[config.mk]
export PLATFORM = sky130hd
export DESIGN_NAME = doubly_linked_list_engine_core
export DESIGN_NICKNAME = d
export VERILOG_FILES = /design/src/sv/dll_pkg.sv /design/src/sv/dll_datapath.sv /design/src/sv/dll_control.sv /design/src/sv/doubly_linked_list_engine_core.sv
export SDC_FILE = /design/constraint.sdc
export NUM_CORES = 1
export LEC_CHECK = 0
export ABC_AREA = 1
export CAP_MARGIN = 20
export CORE_ASPECT_RATIO = 2
export CORE_UTILIZATION = 45
export CTS_BUF_LIST = sky130_fd_sc_hd__clkbuf_8
export CTS_CLUSTER_DIAMETER = 150
export DETAILED_ROUTE_END_ITERATION = 12
export DONT_BUFFER_PORTS = 1
export PLACE_DENSITY_LB_ADDON = 0.15
export SLEW_MARGIN = 40
export SYNTH_ARGS = -nofsm -noshare
export SYNTH_HDL_FRONTEND = slang
export SYNTH_SLANG_ARGS = --single-unit
[constraint.sdc]
create_clock -name clock -period 4.1 [get_ports clock]
set_input_delay 0.615 -clock clock [delete_from_list [all_inputs] [get_ports clock]]
set_output_delay 0.615 -clock clock [all_outputs]
set_load 0.005 [all_outputs]
[src/sv/dll_pkg.sv]
// Shared types and constants for the doubly linked list engine.
package dll_pkg;
   localparam int CAPACITY_DEFAULT = 16;
   localparam int VALUE_WIDTH_DEFAULT = 32;

   localparam logic [2:0] FUNC_READ = 3'd0;
   localparam logic [2:0] FUNC_INS_HEAD = 3'd1;
   localparam logic [2:0] FUNC_INS_TAIL = 3'd2;
   localparam logic [2:0] FUNC_INS_AFTER = 3'd3;
   localparam logic [2:0] FUNC_DEL_HEAD = 3'd4;
   localparam logic [2:0] FUNC_DEL_TAIL = 3'd5;
   localparam logic [2:0] FUNC_DEL_KEY = 3'd6;
   localparam logic [2:0] FUNC_UNUSED = 3'd7;

   localparam logic [1:0] STATUS_OK = 2'd0;
   localparam logic [1:0] STATUS_EMPTY = 2'd1;
   localparam logic [1:0] STATUS_NOT_FOUND = 2'd2;
   localparam logic [1:0] STATUS_FULL = 2'd3;

   typedef enum logic [3:0] {
      ST_IDLE,
      ST_DISPATCH,
      ST_WALK_RD,
      ST_WALK_CHK,
      ST_INS_A,
      ST_INS_B,
      ST_DEL_A,
      ST_DEL_B,
      ST_REPORT
   } state_type;

   // Controller to datapath.
   typedef struct packed {
      logic capture;
      logic walk_start;
      logic walk_read;
      logic walk_advance;
      logic ins_a;
      logic ins_b;
      logic del_a;
      logic del_b;
      logic emit_elem;
      logic emit_done;
      logic [1:0] status;
   } cmd_type;

   // Datapath to controller.
   typedef struct packed {
      logic [2:0] func;
      logic empty;
      logic full;
      logic walk_null;
      logic walk_hit;
      logic walk_final;
      logic out_busy;
   } sts_type;
endpackage

[src/sv/dll_datapath.sv]
// Node pool, list pointers, walker and output register of the list engine.
module dll_datapath #(
   parameter int CAPACITY = dll_pkg::CAPACITY_DEFAULT,
   parameter int VALUE_WIDTH = dll_pkg::VALUE_WIDTH_DEFAULT,
   localparam int PW = $clog2(CAPACITY + 1),
   localparam int IW = $clog2(CAPACITY)
) (
   input  logic clock,
   input  logic reset,
   input  dll_pkg::cmd_type cmd,
   output dll_pkg::sts_type sts,
   input  logic [2:0] req_func,
   input  logic signed [31:0] req_value,
   input  logic signed [31:0] req_key,
   output logic rsp_valid,
   input  logic rsp_stall,
   output logic [1:0] rsp_status,
   output logic signed [31:0] rsp_element,
   output logic rsp_last,
   output logic [4:0] rsp_length
);
   localparam logic [PW-1:0] NIL = PW'(CAPACITY);
   localparam int CW = $clog2(CAPACITY + 1);

   logic [VALUE_WIDTH-1:0] value_mem [CAPACITY];
   logic [PW-1:0] next_mem [CAPACITY];
   logic [PW-1:0] prev_mem [CAPACITY];

   logic [PW-1:0] head_ff, head_in, tail_ff, tail_in;
   logic [CAPACITY-1:0] free_ff, free_in;
   logic [CW-1:0] count_ff, count_in;
   logic [2:0] func_ff;
   logic [VALUE_WIDTH-1:0] val_ff, key_ff;
   logic [PW-1:0] cur_ff, cur_in;      // node being walked
   logic [CW-1:0] steps_ff, steps_in;
   logic [VALUE_WIDTH-1:0] rd_val_ff;
   logic [PW-1:0] rd_next_ff, rd_prev_ff;
   logic [PW-1:0] q_ff;                // neighbor read for insert
   logic [IW-1:0] alloc_idx;
   logic [PW-1:0] tgt_ff;              // insert predecessor or delete target

   logic rsp_valid_ff;
   logic [1:0] rsp_status_ff;
   logic [31:0] rsp_element_ff;
   logic rsp_last_ff;
   logic [4:0] rsp_length_ff;

   function automatic logic [VALUE_WIDTH-1:0] cut(input logic signed [31:0] v);
      logic signed [63:0] w;
      w = 64'(v);
      return w[VALUE_WIDTH-1:0];
   endfunction

   always_comb begin
      alloc_idx = '0;
      for (int i = CAPACITY - 1; i >= 0; i--) begin
         if (free_ff[i]) alloc_idx = IW'(i);
      end
   end

   // Walk and neighbor reads come from registered memory read ports.
   always_ff @(posedge clock) begin
      if (cmd.walk_read) begin
         rd_val_ff <= value_mem[cur_ff[IW-1:0]];
         rd_next_ff <= next_mem[cur_ff[IW-1:0]];
         rd_prev_ff <= prev_mem[cur_ff[IW-1:0]];
      end
      if (cmd.del_a) begin
         rd_next_ff <= next_mem[tgt_ff[IW-1:0]];
         rd_prev_ff <= prev_mem[tgt_ff[IW-1:0]];
      end
      if (cmd.ins_a) begin
         q_ff <= (tgt_ff == NIL) ? head_ff : next_mem[tgt_ff[IW-1:0]];
      end
   end

   // Insert writes the new node and patches its neighbors; delete links the target's neighbors.
   always_ff @(posedge clock) begin
      if (cmd.ins_b) begin
         value_mem[alloc_idx] <= val_ff;
         prev_mem[alloc_idx] <= tgt_ff;
         next_mem[alloc_idx] <= q_ff;
         if (tgt_ff != NIL) next_mem[tgt_ff[IW-1:0]] <= PW'(alloc_idx);
         if (q_ff != NIL) prev_mem[q_ff[IW-1:0]] <= PW'(alloc_idx);
      end
      if (cmd.del_b) begin
         if (rd_prev_ff != NIL) next_mem[rd_prev_ff[IW-1:0]] <= rd_next_ff;
         if (rd_next_ff != NIL) prev_mem[rd_next_ff[IW-1:0]] <= rd_prev_ff;
      end
   end

   always_comb begin
      head_in = head_ff;
      tail_in = tail_ff;
      free_in = free_ff;
      count_in = count_ff;
      cur_in = cur_ff;
      steps_in = steps_ff;
      if (cmd.walk_start) begin
         cur_in = head_ff;
         steps_in = '0;
      end
      if (cmd.walk_advance) begin
         cur_in = rd_next_ff;
         steps_in = steps_ff + 1'b1;
      end
      if (cmd.ins_b) begin
         if (tgt_ff == NIL) head_in = PW'(alloc_idx);
         if (q_ff == NIL) tail_in = PW'(alloc_idx);
         free_in[alloc_idx] = 1'b0;
         count_in = count_ff + 1'b1;
      end
      if (cmd.del_b) begin
         if (rd_prev_ff == NIL) head_in = rd_next_ff;
         if (rd_next_ff == NIL) tail_in = rd_prev_ff;
         free_in[tgt_ff[IW-1:0]] = 1'b1;
         count_in = count_ff - 1'b1;
      end
   end

   always_ff @(posedge clock) begin
      if (reset) begin
         head_ff <= NIL;
         tail_ff <= NIL;
         free_ff <= '1;
         count_ff <= '0;
         rsp_valid_ff <= 1'b0;
      end else begin
         head_ff <= head_in;
         tail_ff <= tail_in;
         free_ff <= free_in;
         count_ff <= count_in;
         if (cmd.emit_elem || cmd.emit_done) rsp_valid_ff <= 1'b1;
         else if (rsp_valid_ff && !rsp_stall) rsp_valid_ff <= 1'b0;
      end
   end

   always_ff @(posedge clock) begin
      cur_ff <= cur_in;
      steps_ff <= steps_in;
      if (cmd.capture) begin
         func_ff <= req_func;
         val_ff <= cut(req_value);
         key_ff <= cut(req_key);
      end
      // Predecessor for inserts, target for deletes.
      if (cmd.walk_advance && rd_val_ff == key_ff) tgt_ff <= cur_ff;
      if (cmd.capture) begin
         unique case (req_func)
            dll_pkg::FUNC_INS_HEAD: tgt_ff <= NIL;
            dll_pkg::FUNC_INS_TAIL: tgt_ff <= tail_ff;
            dll_pkg::FUNC_INS_AFTER: tgt_ff <= NIL;
            dll_pkg::FUNC_DEL_HEAD: tgt_ff <= head_ff;
            dll_pkg::FUNC_DEL_TAIL: tgt_ff <= tail_ff;
            default: tgt_ff <= NIL;
         endcase
      end
      if (cmd.emit_elem) begin
         rsp_status_ff <= dll_pkg::STATUS_OK;
         rsp_element_ff <= 32'(rd_val_ff);
         rsp_last_ff <= sts.walk_final;
         rsp_length_ff <= 5'(count_ff);
      end
      if (cmd.emit_done) begin
         rsp_status_ff <= cmd.status;
         rsp_element_ff <= '0;
         rsp_last_ff <= 1'b1;
         rsp_length_ff <= 5'(count_ff);
      end
   end

   always_comb begin
      sts.func = func_ff;
      sts.empty = (count_ff == '0) || (head_ff == NIL);
      sts.full = (count_ff >= CW'(CAPACITY));
      sts.walk_null = (cur_ff == NIL) || (steps_ff >= CW'(CAPACITY));
      sts.walk_hit = (rd_val_ff == key_ff);
      sts.walk_final = (rd_next_ff == NIL) || (steps_ff + 1'b1 >= CW'(CAPACITY));
      sts.out_busy = rsp_valid_ff;
   end

   assign rsp_valid = rsp_valid_ff;
   assign rsp_status = rsp_status_ff;
   assign rsp_element = rsp_element_ff;
   assign rsp_last = rsp_last_ff;
   assign rsp_length = rsp_length_ff;

`ifndef SYNTHESIS
   a_count_free: assert property (@(posedge clock) disable iff (reset)
      $countones(~free_ff) == int'(count_ff))
      else $error("element count disagrees with free map");
   a_empty_ends: assert property (@(posedge clock) disable iff (reset)
      (count_ff == '0) |-> (head_ff == NIL && tail_ff == NIL))
      else $error("empty list with live pointers");
   a_emit_once: assert property (@(posedge clock) disable iff (reset)
      !(cmd.emit_elem && cmd.emit_done))
      else $error("two results in one cycle");
`endif
endmodule

[src/sv/dll_control.sv]
// Controller state machine of the list engine.
module dll_control (
   input  logic clock,
   input  logic reset,
   input  logic req_valid,
   output logic req_stall,
   input  logic rsp_stall,
   input  dll_pkg::sts_type sts,
   output dll_pkg::cmd_type cmd
);
   dll_pkg::state_type state_ff, state_in;
   logic [1:0] status_ff, status_in;
   logic out_free;

   assign out_free = !sts.out_busy || !rsp_stall;
   assign req_stall = (state_ff != dll_pkg::ST_IDLE);

   always_comb begin
      state_in = state_ff;
      status_in = status_ff;
      unique case (state_ff)
         dll_pkg::ST_IDLE: if (req_valid) state_in = dll_pkg::ST_DISPATCH;
         dll_pkg::ST_DISPATCH: begin
            status_in = dll_pkg::STATUS_OK;
            state_in = dll_pkg::ST_IDLE;
            unique case (sts.func) inside
               dll_pkg::FUNC_READ: begin
                  if (sts.empty) begin
                     status_in = dll_pkg::STATUS_EMPTY;
                     state_in = dll_pkg::ST_REPORT;
                  end else state_in = dll_pkg::ST_WALK_RD;
               end
               dll_pkg::FUNC_INS_HEAD, dll_pkg::FUNC_INS_TAIL: begin
                  if (sts.full) begin
                     status_in = dll_pkg::STATUS_FULL;
                     state_in = dll_pkg::ST_REPORT;
                  end else state_in = dll_pkg::ST_INS_A;
               end
               dll_pkg::FUNC_INS_AFTER: begin
                  if (sts.full) begin
                     status_in = dll_pkg::STATUS_FULL;
                     state_in = dll_pkg::ST_REPORT;
                  end else if (sts.empty) state_in = dll_pkg::ST_INS_A;
                  else state_in = dll_pkg::ST_WALK_RD;
               end
               dll_pkg::FUNC_DEL_HEAD, dll_pkg::FUNC_DEL_TAIL,
               dll_pkg::FUNC_DEL_KEY: begin
                  if (sts.empty) begin
                     status_in = dll_pkg::STATUS_EMPTY;
                     state_in = dll_pkg::ST_REPORT;
                  end else if (sts.func == dll_pkg::FUNC_DEL_KEY)
                     state_in = dll_pkg::ST_WALK_RD;
                  else state_in = dll_pkg::ST_DEL_A;
               end
               default: state_in = dll_pkg::ST_IDLE;
            endcase
         end
         dll_pkg::ST_WALK_RD: begin
            if (sts.walk_null) begin
               status_in = dll_pkg::STATUS_NOT_FOUND;
               state_in = dll_pkg::ST_REPORT;
            end else state_in = dll_pkg::ST_WALK_CHK;
         end
         dll_pkg::ST_WALK_CHK: begin
            if (sts.func == dll_pkg::FUNC_READ) begin
               if (out_free) state_in = sts.walk_final ? dll_pkg::ST_IDLE
                                                       : dll_pkg::ST_WALK_RD;
            end else if (sts.walk_hit) begin
               state_in = (sts.func == dll_pkg::FUNC_INS_AFTER) ? dll_pkg::ST_INS_A
                                                                : dll_pkg::ST_DEL_A;
            end else state_in = dll_pkg::ST_WALK_RD;
         end
         dll_pkg::ST_INS_A: state_in = dll_pkg::ST_INS_B;
         dll_pkg::ST_INS_B: state_in = dll_pkg::ST_REPORT;
         dll_pkg::ST_DEL_A: state_in = dll_pkg::ST_DEL_B;
         dll_pkg::ST_DEL_B: state_in = dll_pkg::ST_REPORT;
         dll_pkg::ST_REPORT: if (out_free) state_in = dll_pkg::ST_IDLE;
         default: state_in = dll_pkg::ST_IDLE;
      endcase
   end

   always_comb begin
      cmd = '0;
      cmd.status = status_ff;
      unique case (state_ff)
         dll_pkg::ST_IDLE: cmd.capture = req_valid;
         dll_pkg::ST_DISPATCH: cmd.walk_start = 1'b1;
         dll_pkg::ST_WALK_RD: cmd.walk_read = !sts.walk_null;
         dll_pkg::ST_WALK_CHK: begin
            if (sts.func == dll_pkg::FUNC_READ) begin
               cmd.emit_elem = out_free;
               cmd.walk_advance = out_free;
            end else begin
               // Advance on a hit too: it latches the matching node.
               cmd.walk_advance = 1'b1;
            end
         end
         dll_pkg::ST_INS_A: cmd.ins_a = 1'b1;
         dll_pkg::ST_INS_B: cmd.ins_b = 1'b1;
         dll_pkg::ST_DEL_A: cmd.del_a = 1'b1;
         dll_pkg::ST_DEL_B: cmd.del_b = 1'b1;
         dll_pkg::ST_REPORT: cmd.emit_done = out_free;
         default: cmd = '0;
      endcase
   end

   always_ff @(posedge clock) begin
      if (reset) begin
         state_ff <= dll_pkg::ST_IDLE;
         status_ff <= dll_pkg::STATUS_OK;
      end else begin
         state_ff <= state_in;
         status_ff <= status_in;
      end
   end

`ifndef SYNTHESIS
   a_one_update: assert property (@(posedge clock) disable iff (reset)
      $onehot0({cmd.ins_a, cmd.ins_b, cmd.del_a, cmd.del_b, cmd.emit_elem}))
      else $error("overlapping datapath commands");
   a_no_emit_stalled: assert property (@(posedge clock) disable iff (reset)
      (sts.out_busy && rsp_stall) |-> !(cmd.emit_elem || cmd.emit_done))
      else $error("result overwritten while stalled");
   a_ins_pair: assert property (@(posedge clock) disable iff (reset)
      cmd.ins_a |=> cmd.ins_b)
      else $error("insert sequence broken");
`endif
endmodule

[src/sv/doubly_linked_list_engine_core.sv]
// Top level of the doubly linked list engine.
// One request item is taken at a time; req_stall stays high until its last
// result item has been loaded into the output register. Read-out and the key
// searches walk the list node by node through the node pool's registered
// read port; while a full output register is stalled, read-out or the final
// report waits. Read-out gives one item per node, head first, last set on the
// tail; every other request gives a single item with element zero. Function
// code seven is dropped with no result. No clearing pass is needed after reset.
module doubly_linked_list_engine_core #(
   parameter int CAPACITY = dll_pkg::CAPACITY_DEFAULT,
   parameter int VALUE_WIDTH = dll_pkg::VALUE_WIDTH_DEFAULT
) (
   input  logic clock,
   input  logic reset,
   input  logic req_valid,
   output logic req_stall,
   input  logic [2:0] req_func,
   input  logic signed [31:0] req_value,
   input  logic signed [31:0] req_key,
   output logic rsp_valid,
   input  logic rsp_stall,
   output logic [1:0] rsp_status,
   output logic signed [31:0] rsp_element,
   output logic rsp_last,
   output logic [4:0] rsp_length
);
   dll_pkg::cmd_type cmd;
   dll_pkg::sts_type sts;

   // Sequence each request.
   dll_control u_control (
      .clock(clock), .reset(reset), .req_valid(req_valid), .req_stall(req_stall),
      .rsp_stall(rsp_stall), .sts(sts), .cmd(cmd)
   );

   // Hold the pool, pointers and the result register.
   dll_datapath #(.CAPACITY(CAPACITY), .VALUE_WIDTH(VALUE_WIDTH)) u_datapath (
      .clock(clock), .reset(reset), .cmd(cmd), .sts(sts),
      .req_func(req_func), .req_value(req_value), .req_key(req_key),
      .rsp_valid(rsp_valid), .rsp_stall(rsp_stall), .rsp_status(rsp_status),
      .rsp_element(rsp_element), .rsp_last(rsp_last), .rsp_length(rsp_length)
   );
endmodule

==> results.md <==
* Outcome: finished clean
* Total GRT Usage at 0.286
* Fin cells at between 4,000 and 5,000
* GRT overflow at 0
* R2R setup slack at slightly above 0.9 ns
* Core Area at approximately 84,000 sq um
* Syn. warnings at 0
* Top-area cell type share of the netlist area at 0.608
* Root Buffer: clkbuf_8
* Clock transition time at the flip-flop clock pins of the worst setup and hold paths at ~0.070 ns
* DRC at 0
* Initial Utilization at 0.454
* Worst-case clock buffer depth at 3
* CTS tree: yes
* Flops & latches, synth at around 900
* Die width at about 210 microns
* Setup TNS at 0 ns
* Commonest non-fill, non-tap cells in the layout: edfxtp_1 (776), o21ai_0 (513), nor2_1 (462)
* Maxcap violations at 0
* Crit share post-route at 0.776
* Drt first-iter violations at about 2,600
* Post-synth EDFFs at 776
* Synth area leaders: edfxtp_1 (61%), o21ai_0 (6.7%), dfxtp_1 (5.8%), nor2_1 (4.7%), nand2_1 (4.4%)
* Final Setup Violations at 0
* Crit. End Element: flip-flop
* Worst Setup Path Type: reg -> reg
* Pre-CTS WS at approximately 0.9 ns
* Vias at about 29,000
* PD cells at 484 nW/um^2
* H-tree levels at 3
* IO Count at 113
* Seq/Total Area, Yosys at 0.666
* Slew Limit Fails at 0
* Critical Path RT at 4.62 ns
* Wl on met1 at roughly 43,000 microns
* P&R area growth vs syn at 11.6%
* TritonCTS Sinks at around 890
* Hold WC Path Type: in -> reg
* Slew HR at 0.410
* RSZ-0062 raised after global routing: false
* Mapped Cells at roughly 3,500
* Post-Syn Area at ~38,000 sq um
* Async SR Flop Fraction at 0
* Yosys top cell by area: edfxtp_1
* Startpoint Class: flip-flop
* Total CTS buffers at around 120
* Die H at 415 microns
* Synth unique cells at between 50 and 60
* Worst Slack Setup Final at approximately 0.92 ns
* Maximum VDD drop at around 0.33 mV
* Most common cell after layout, fill and taps aside: edfxtp_1
* Peak Freq at roughly 310 MHz
* GP Congestion at between 1 and 1.5
* Hold Violations, Final at 0
* Initial antenna violation count at 2
* Nets at about 3,600
* Avg WL per Cell at 26.4 microns
* Vias/cell at approximately 6.1
* Layout cell share with drive strength beyond 1 at 0.0864
* Routed WL at 125,000 microns
* Worst-margin pin slew at slightly below 0.9 ns
* Final HPWL DP at ~81,000 microns
* Global-route wire length before repair at roughly 180,000 microns
* Met2 routed WL at 65,500 microns
* Clk_lat worst skew at roughly 0.84 ns
* Leak Pwr at 15.1 nW
* CP Max Fanout at 24
* Final Skew at roughly 0.046 ns
* Post-route ant nets at 0
* Pre-antenna DRT Iters at 6
* Fillers at 7,477
* Final core utilization at 0.506
* Met3 WL post-DR at slightly below 8000 microns
* Worst EP arrival at about 3.7 ns
* Syn_nets at ~3,600
* PortBufs at 0
* Final hold slack at a little over 0.2 ns
* Cell row count at 151
* Crit path time final at between 3 and 4 ns
* Vias in the first global route at roughly 28,000
* Largest net degree at the start of global routing at just under 200
* Top Layer Used: met5
* Post-synthesis area per instance at 10.9 sq um
* Die area at about 86,000 sq um
* Post-Place Cells at approximately 4,400
* Main synth FF type: edfxtp_1
## registers in the layout, indices dropped and copies added, names as in the netlist, 5 cells and up, named ones only
register / flops
u_datapath.cur_ff: 5
u_datapath.value_mem: 512
u_datapath.rsp_element: 32
u_datapath.rd_prev_ff: 5
u_datapath.next_mem: 80
u_datapath.head_ff: 5
u_datapath.free_ff: 16
u_datapath.rsp_length: 5
u_datapath.count_ff: 5
u_datapath.q_ff: 5
u_datapath.tail_ff: 5
u_datapath.steps_ff: 5
u_datapath.val_ff: 32
u_datapath.rd_val_ff: 32
u_datapath.key_ff: 32
u_datapath.rd_next_ff: 5
u_datapath.prev_mem: 80
u_datapath.tgt_ff: 5
## cells in the mapped netlist, drive strengths merged, types with 2 or more instances
cell type    n
dfxtp      111
a22o        28
buf         24
nand3      115
a32o         2
a21oi      140
clkinv      12
xnor2       30
inv        204
clkbuf     180
o211a        3
a311oi       3
edfxtp     776
a31oi       12
ha           4
o211ai      31
o221ai      76
o22ai      212
nor3        10
nand2      452
a221oi       2
a22oi        4
nor2       496
nand4       37
o31ai        2
o21ai      529
xor2         3
a211oi       2
## through the flow
| stage | total power, mW | area [sq um] |
|---|---|---|
| after CTS | 20.7 | 42700 |
| after detailed placement | 14.2 | 39800 |
| after global placement | 14.2 | 39700 |
| after floorplan | 12.8 | 38300 |
| after global routing | 21.4 | 42700 |
| final | 20.7 | 42700 |
## power by group
part | switching (mW) | internal [mW] | leakage (nW) | total [mW]
combinational | 2.60 | 0.959 | 6.01 | 3.56
clock | 3.41 | 3.09 | 1.33 | 6.50
sequential | 0.373 | 10.2 | 7.79 | 10.6
## cell families (layout without fill, tap and decap cells)
| kind of cell | Yosys count | count (layout) | share of synthesized area |
|---|---|---|---|
| simple gates | 1112 | 1112 | 0.123 |
| compound gates | 1048 | 1048 | 0.159 |
| flops | 887 | 887 | 0.666 |
| buf+inv | 420 | 572 | 0.0422 |
| xor+xnor | 33 | 33 | 0.00755 |
| fa+ha+maj | 5 | 5 | 0.00183 |
| other cells | 0 | 1 | 0 |
## worst paths after layout
| path | startpoint | cells past startpoint | endpoint |
|---|---|---|---|
| max | u_control.state_ff[2]$_SDFFE_PP0P_ | 12 | u_datapath.prev_mem[15][2]$_DFFE_PP_ |
| max reg2reg | u_control.state_ff[2]$_SDFFE_PP0P_ | 12 | u_datapath.prev_mem[15][2]$_DFFE_PP_ |
| min | reset | 2 | u_datapath.free_ff[0]$_SDFF_PP1_ |
| min reg2reg | u_datapath.free_ff[14]$_SDFF_PP1_ | 2 | u_datapath.free_ff[14]$_SDFF_PP1_ |
## what timing repair did
action / in CTS / in global routing
hold buffers: 68 / 0
resized for setup: 0 / 0
setup buffers: 0 / 0
hold endpoints to repair: 92 / 0
## per-layer routing
layer  vias to the layer above  global-route usage
met2                      1339               0.519
met3                       428              0.0505
met4                         2               0.194
met5                         -                   0
met1                     14000               0.297
li1                      12900                   -
## critical path, stage by stage, from the launching register on
cell      delay (ns)
dfxtp_1         0.35
inv_2           0.06
nor2_2          0.08
inv_2           0.08
nor2_8          0.14
inv_6           0.06
nor2_8          0.33
nand2_4         0.23
clkinv_2        0.23
nand2_2         0.27
nand2_1         0.52
nand3_2         0.27
nand2_1         0.22
## area by class of cell
class                   count  area (sq um)  area share
clock buffers             132          1820      0.0425
multi-input cells        2198         11400       0.266
diodes                      1          2.50   0.0000585
clock inverters            92           462      0.0108
flip-flops and latches    887         25500       0.597
repair buffers            132          1390      0.0325
well taps                1071          1340      0.0313
inverters                 216           831      0.0194
No activity file was read; power rests on OpenSTA's default activity.
